## config.mk

```make
export PLATFORM = sky130hd
export DESIGN_NAME = cnht_bucket_unit
export DESIGN_NICKNAME = d
export VERILOG_FILES = /design/src/rtl/cnht_pkg.sv /design/src/rtl/cnht_bucket_unit.sv
export VERILOG_INCLUDE_DIRS = /design/src /design/src/rtl
export SDC_FILE = /design/constraint.sdc
export NUM_CORES = 1
export LEC_CHECK = 0
export ABC_AREA = 1
export BUFFER_PORTS_ARGS = -buffer_cell sky130_fd_sc_hd__buf_2
export CORE_MARGIN = 8
export CORE_UTILIZATION = 45
export DETAILED_ROUTE_END_ITERATION = 8
export HOLD_SLACK_MARGIN = 0.1
export SYNTH_ARGS = -nofsm -noshare
export SYNTH_HDL_FRONTEND = slang
export SYNTH_SLANG_ARGS = --single-unit
```

## constraint.sdc

```tcl
create_clock -name clk -period 3.9 [get_ports clk]
set_input_delay 0.195 -clock clk [delete_from_list [all_inputs] [get_ports clk]]
set_output_delay 0.195 -clock clk [all_outputs]
set_load 0.05 [all_outputs]
```

## src/rtl/chained_name_hash_table_core_defines.svh

```systemverilog
// assertion macros for the chained name hash table
// expects clk and rst_n in the scope of each use
`ifndef CHAINED_NAME_HASH_TABLE_CORE_DEFINES_SVH
`define CHAINED_NAME_HASH_TABLE_CORE_DEFINES_SVH

`ifndef SYNTHESIS
`define CNHT_ASSERT_IMP(lbl, ante, cons, msg) \
    lbl: assert property (@(posedge clk) disable iff (!rst_n) (ante) |-> (cons)) \
        else $error(msg);
`define CNHT_ASSERT_NXT(lbl, ante, cons, msg) \
    lbl: assert property (@(posedge clk) disable iff (!rst_n) (ante) |=> (cons)) \
        else $error(msg);
`else
`define CNHT_ASSERT_IMP(lbl, ante, cons, msg)
`define CNHT_ASSERT_NXT(lbl, ante, cons, msg)
`endif

`endif

```

## src/rtl/cnht_pkg.sv

```systemverilog
// shared types, codes and helpers for the chained name hash table
// no dependencies
`default_nettype none
package cnht_pkg;

    localparam int BUCKET_DEPTH = 4096;
    localparam int BUCKET_AW    = 12;
    localparam int CFG_W        = 13;
    localparam int IDX_W        = 12;

    localparam logic [1:0] ACT_INSERT = 2'd0;
    localparam logic [1:0] ACT_LOOKUP = 2'd1;
    localparam logic [1:0] ACT_CLEAR  = 2'd2;

    localparam logic [1:0] STAT_OK   = 2'd0;
    localparam logic [1:0] STAT_MISS = 2'd1;
    localparam logic [1:0] STAT_FULL = 2'd2;

    typedef struct packed {
        logic [1:0]  action;
        logic [63:0] entry_name;
    } cnht_in_t;

    typedef struct packed {
        logic [1:0]       status;
        logic [IDX_W-1:0] entry_index;
    } cnht_out_t;

    typedef enum logic [2:0] {
        ST_SWEEP,
        ST_IDLE,
        ST_BUCKET,
        ST_HEAD,
        ST_WALK,
        ST_DONE
    } top_state_t;

    typedef enum logic [1:0] {
        BU_IDLE,
        BU_HASH,
        BU_DIV,
        BU_DONE
    } bu_state_t;

    function automatic logic [7:0] fold_byte(input logic [7:0] c);
        logic [7:0] r;
        r = c;
        if (c >= 8'h61 && c <= 8'h7A)
            r = c - 8'h20;
        return r;
    endfunction

    function automatic logic names_match(input logic [63:0] a, input logic [63:0] b);
        logic       res;
        logic       stop;
        logic [7:0] x;
        logic [7:0] y;
        res  = 1'b1;
        stop = 1'b0;
        for (int k = 0; k < 8; k++)
        begin
            x = fold_byte(a[8*k +: 8]);
            y = fold_byte(b[8*k +: 8]);
            if (!stop)
            begin
                if (x != y)
                begin
                    res  = 1'b0;
                    stop = 1'b1;
                end
                else if (x == 8'h00)
                begin
                    stop = 1'b1;
                end
            end
        end
        return res;
    endfunction

endpackage
`default_nettype wire

```

## src/rtl/cnht_bucket_unit.sv

```systemverilog
// name hash and bucket modulo, one byte then one quotient bit per cycle
// depends on cnht_pkg and the assertion macro header
`default_nettype none
`include "chained_name_hash_table_core_defines.svh"
module cnht_bucket_unit (
    input  logic                          clk,
    input  logic                          rst_n,
    input  logic                          start,
    input  logic [63:0]                   name,
    input  logic [cnht_pkg::CFG_W-1:0]    divisor,
    output logic                          done,
    output logic [cnht_pkg::BUCKET_AW-1:0] bucket
);
    import cnht_pkg::*;

    bu_state_t            state_reg, state_next;
    logic [31:0]          hash_reg, hash_next;
    logic [55:0]          shift_reg, shift_next;
    logic [2:0]           step_reg, step_next;
    logic [BUCKET_AW-1:0] rem_reg, rem_next;
    logic [4:0]           bit_reg, bit_next;

    logic [7:0]           cur_c;
    logic                 hash_stop;
    logic [BUCKET_AW:0]   trial;

    assign cur_c     = fold_byte(shift_reg[7:0]);
    // byte 7 is always taken once reached
    assign hash_stop = (step_reg != 3'd7) && (cur_c == 8'h00);
    assign trial     = {rem_reg, hash_reg[31]};

    always_comb
    begin
        state_next = state_reg;
        unique case (state_reg)
            BU_IDLE: if (start) state_next = BU_HASH;
            BU_HASH: if (hash_stop || step_reg == 3'd7) state_next = BU_DIV;
            BU_DIV:  if (bit_reg == 5'd31) state_next = BU_DONE;
            BU_DONE: state_next = BU_IDLE;
            default: state_next = BU_IDLE;
        endcase
    end

    always_comb
    begin
        hash_next  = hash_reg;
        shift_next = shift_reg;
        step_next  = step_reg;
        rem_next   = rem_reg;
        bit_next   = bit_reg;
        unique case (state_reg)
            BU_IDLE:
            begin
                if (start)
                begin
                    hash_next  = {24'd0, fold_byte(name[7:0])};
                    shift_next = name[63:8];
                    step_next  = 3'd1;
                    rem_next   = '0;
                    bit_next   = '0;
                end
            end
            BU_HASH:
            begin
                if (!hash_stop)
                begin
                    if (step_reg == 3'd1)
                        hash_next = hash_reg + {hash_reg[30:0], 1'b0} + {24'd0, cur_c};
                    else
                        hash_next = {hash_reg[30:0], 1'b0} + {24'd0, cur_c};
                    shift_next = {8'd0, shift_reg[55:8]};
                    step_next  = step_reg + 3'd1;
                end
            end
            BU_DIV:
            begin
                hash_next = {hash_reg[30:0], 1'b0};
                if (trial >= divisor)
                    rem_next = BUCKET_AW'(trial - divisor);
                else
                    rem_next = trial[BUCKET_AW-1:0];
                bit_next = bit_reg + 5'd1;
            end
            BU_DONE: ;
            default: ;
        endcase
    end

    always_ff @(posedge clk or negedge rst_n)
    begin
        if (!rst_n)
        begin
            state_reg <= BU_IDLE;
            step_reg  <= '0;
            bit_reg   <= '0;
        end
        else
        begin
            state_reg <= state_next;
            step_reg  <= step_next;
            bit_reg   <= bit_next;
        end
    end

    always_ff @(posedge clk)
    begin
        hash_reg  <= hash_next;
        shift_reg <= shift_next;
        rem_reg   <= rem_next;
    end

    assign done   = (state_reg == BU_DONE);
    assign bucket = rem_reg;

    `CNHT_ASSERT_IMP(a_rem_below_div, state_reg == BU_DIV, {1'b0, rem_reg} < divisor, "remainder not below divisor")
    `CNHT_ASSERT_NXT(a_done_pulse, state_reg == BU_DONE, state_reg == BU_IDLE, "done held more than one cycle")
    `CNHT_ASSERT_IMP(a_step_range, state_reg == BU_HASH, step_reg != 3'd0, "hash step out of range")

endmodule
`default_nettype wire

```

==> impl_metrics.tcl <==
set metrics [dict create \
    relSlewSlack_pct 36.91 \
    antennaDiodeCount 0 \
    clkLatencyLatePin_ps 370 \
    cp.arrival_ps 3660 \
    grt_pass1_vias 9222 \
    worst_pin_slew_ps 940.5 \
    period_share_pct 91.25 \
    startpoint "shift_reg[2]" \
    drt-wirelength-per-cell_um 16.01 \
    clkTransAtPathRegs_ps 100 \
    dieArea_um2 26590 \
    reg2reg_setup_slack_ps 340 \
    htree_num_levels 3 \
    postSynthAreaPerCell_um2 6.904 \
    grt_pass1_wl_um 46930 \
    syn-num-nets 1585 \
    yosysTopAreaCell "edfxtp_1" \
    yosysUniqueCellTypes 43 \
    timing.rr.start "shift_reg[2]" \
    hp-start "name[8]" \
    multi_input_area_um2 5560 \
    grtUsageTotal_pct 22.16 \
    grt_remaining_overflow 0 \
    setup_viol 0 \
    largest_reg_flops 56 \
    n_fill_cell 2203 \
    final_max_slew_viol_count 0 \
    io_pins 93 \
    critPathMaxFanout 5 \
    reg2reg_depth 17 \
    initial_utilization_pct 45.16 \
    synth_seq_cells 110 \
    final_area_um2 11200 \
    cts-root-buf "clkbuf_16" \
    drc 0 \
    seq_area_um2 3253 \
    grt_max_degree 78 \
    required_ps 4000 \
    grt_antenna_before_repair 0 \
    numCtsBuffers 9 \
    first_pass_iters 7 \
    port-buffer-count 92 \
    fmax_mhz 281.0 \
    cts_resized 0 \
    postRouteAntennaNets 0 \
    synthCells 1410 \
    cap_violations 0 \
    synthDominantCellAreaShare_pct 30.85 \
    hold_class "input port to flip-flop" \
    wl_um 29100 \
    die_h_um 163.1 \
    skew_ps 15.54 \
    path_class "flip-flop to flip-flop" \
    hold_viol_final 0 \
    seq_area_frac_synth_pct 33.42 \
    rsz0062_at_grt "false" \
    fin_tns_setup_ps 0 \
    drive_gt1_share_pct 9.434 \
    vias_per_cell 5.167 \
    ys_warn_count 0 \
    post-route-util_pct 51.96 \
    irDropWorstVdd_mv 0.4208 \
    cts_tree "yes" \
    cts_num_sinks 110 \
    design.core.area_um2 21550 \
    rows 54 \
    leakage_uw 0.005728 \
    syn-cell-area_um2 9734 \
    holdWs_ps 107.2 \
    gp_congestion 1.021 \
    synth_area_leaders "edfxtp_1, nand2_1, ha_1, inv_1, nand3_1" \
    area_growth_pct 15.04 \
    nets 1707 \
    power_density_nw_per_um2 996.9 \
    critPathLaunchType "flip-flop" \
    dpl_cell_area_um2 10500 \
    reg2reg_to "hash_reg[25]" \
    drtIter0Drc 614 \
    dp_hpwl_um 22150 \
    via_count 9388 \
    end_kind "flip-flop" \
    clockBufferDepth 2 \
    fin_crit_ps 3559 \
    outcome "complete, no violations" \
    crit_path_end "hash_reg[25]" \
    die_x_um 163.1 \
]
-- cell type report --
type | instances | area share, %
Clock inverter | 7 | 0.8380
Multi-Input combinational cell | 1060 | 49.65
Tap cell | 280 | 3.129
Timing Repair Buffer | 142 | 8.313
Inverter | 209 | 7.006
Sequential cell | 110 | 29.05
Clock buffer | 9 | 2.011
-- cell usage in the layout, fill, tap and decap left out, drive strengths merged, types with 14 or more instances in the layout --
cell type	count
a21oi	100
buf	104
dlygate4sd3	38
edfxtp	100
ha	85
inv	211
nand2	513
nand3	112
nand4	14
nor2	101
nor3	15
o21ai	53
-- layer usage --
layer	up-vias	share of wire (%)	GRT usage, %
li1	4799	-	-
met1	4211	45	28.90
met2	320	44	35.33
met3	58	7.5	4.839
met4	0	3.2	8.465
met5	-	0	0
-- critical path, stage by stage (launching register included) --
cell	delay (ps)
edfxtp_1	490
a21o_1	200
nand3_1	60
and3_1	170
inv_1	60
o21ai_0	360
fa_1	500
ha_1	370
nand2_1	120
nor2_1	60
nand2_1	60
nand3_1	230
nand2_1	170
nand3_1	90
nand2_1	70
nand3_1	130
nand2_1	100
a21oi_1	60
-- synthesized netlist by cell type, drive strengths merged --
master	count
xnor2	8
o21ai	53
a22oi	3
ha	85
nor4	5
a21oi	100
nand3	112
nor3	15
nor2	101
or2	2
dfrtp	10
clkinv	2
nand2	513
nand4	14
buf	8
and2	5
xor2	10
nand3b	7
o21bai	5
fa	10
a21o	2
a211oi	1
inv	207
dlygate4sd1	2
edfxtp	100
o21a	3
o2111ai	1
and3	2
o311ai	1
a21boi	1
a31oi	1
clkbuf	21
-- where the power goes --
part	leakage (uW)	switching, uW	internal [uW]
combinational	0.00443	5040	2420
clock	0.000154	543	471
sequential	0.00114	470	2210
-- stage by stage --
| step | setup WS (ps) | total power [uW] | std cells |
|---|---|---|---|
| floorplan | 882.6 | 8079 | 1410 |
| global placement | 487.4 | 10050 | 1763 |
| detailed placement | 349.7 | 10110 | 1763 |
| CTS | 332.3 | 11200 | 1817 |
| global route | 66.30 | 12300 | 1817 |
| finish | 341.1 | 11160 | 1817 |
-- worst min-delay path by stage --
stage	end	slack [ps]	cells after the start
after floorplan	bit_reg[0]	-100	0
after global placement	bit_reg[2]	70	1
after detailed placement	bit_reg[2]	70	1
after CTS	shift_reg[50]	100	3
after global routing	shift_reg[49]	110	3
final	shift_reg[0]	110	3
-- cells by family after synthesis --
| group | count (synthesis) | synth area share [%] |
|---|---|---|
| buffers and inverters | 240 | 9.563 |
| flip-flops | 110 | 33.42 |
| XOR/XNOR | 18 | 1.620 |
| AND/OR/NAND/NOR | 776 | 32.99 |
| adder cells (fa/ha/maj) | 95 | 12.98 |
| AO/OA/AOI/OAI | 171 | 9.422 |
-- repair_timing --
item	CTS	global route
hold buffers	38	0
endpoints found under the hold margin	47	0
buffers inserted	0	0
No activity file was read; power rests on OpenSTA's default activity.
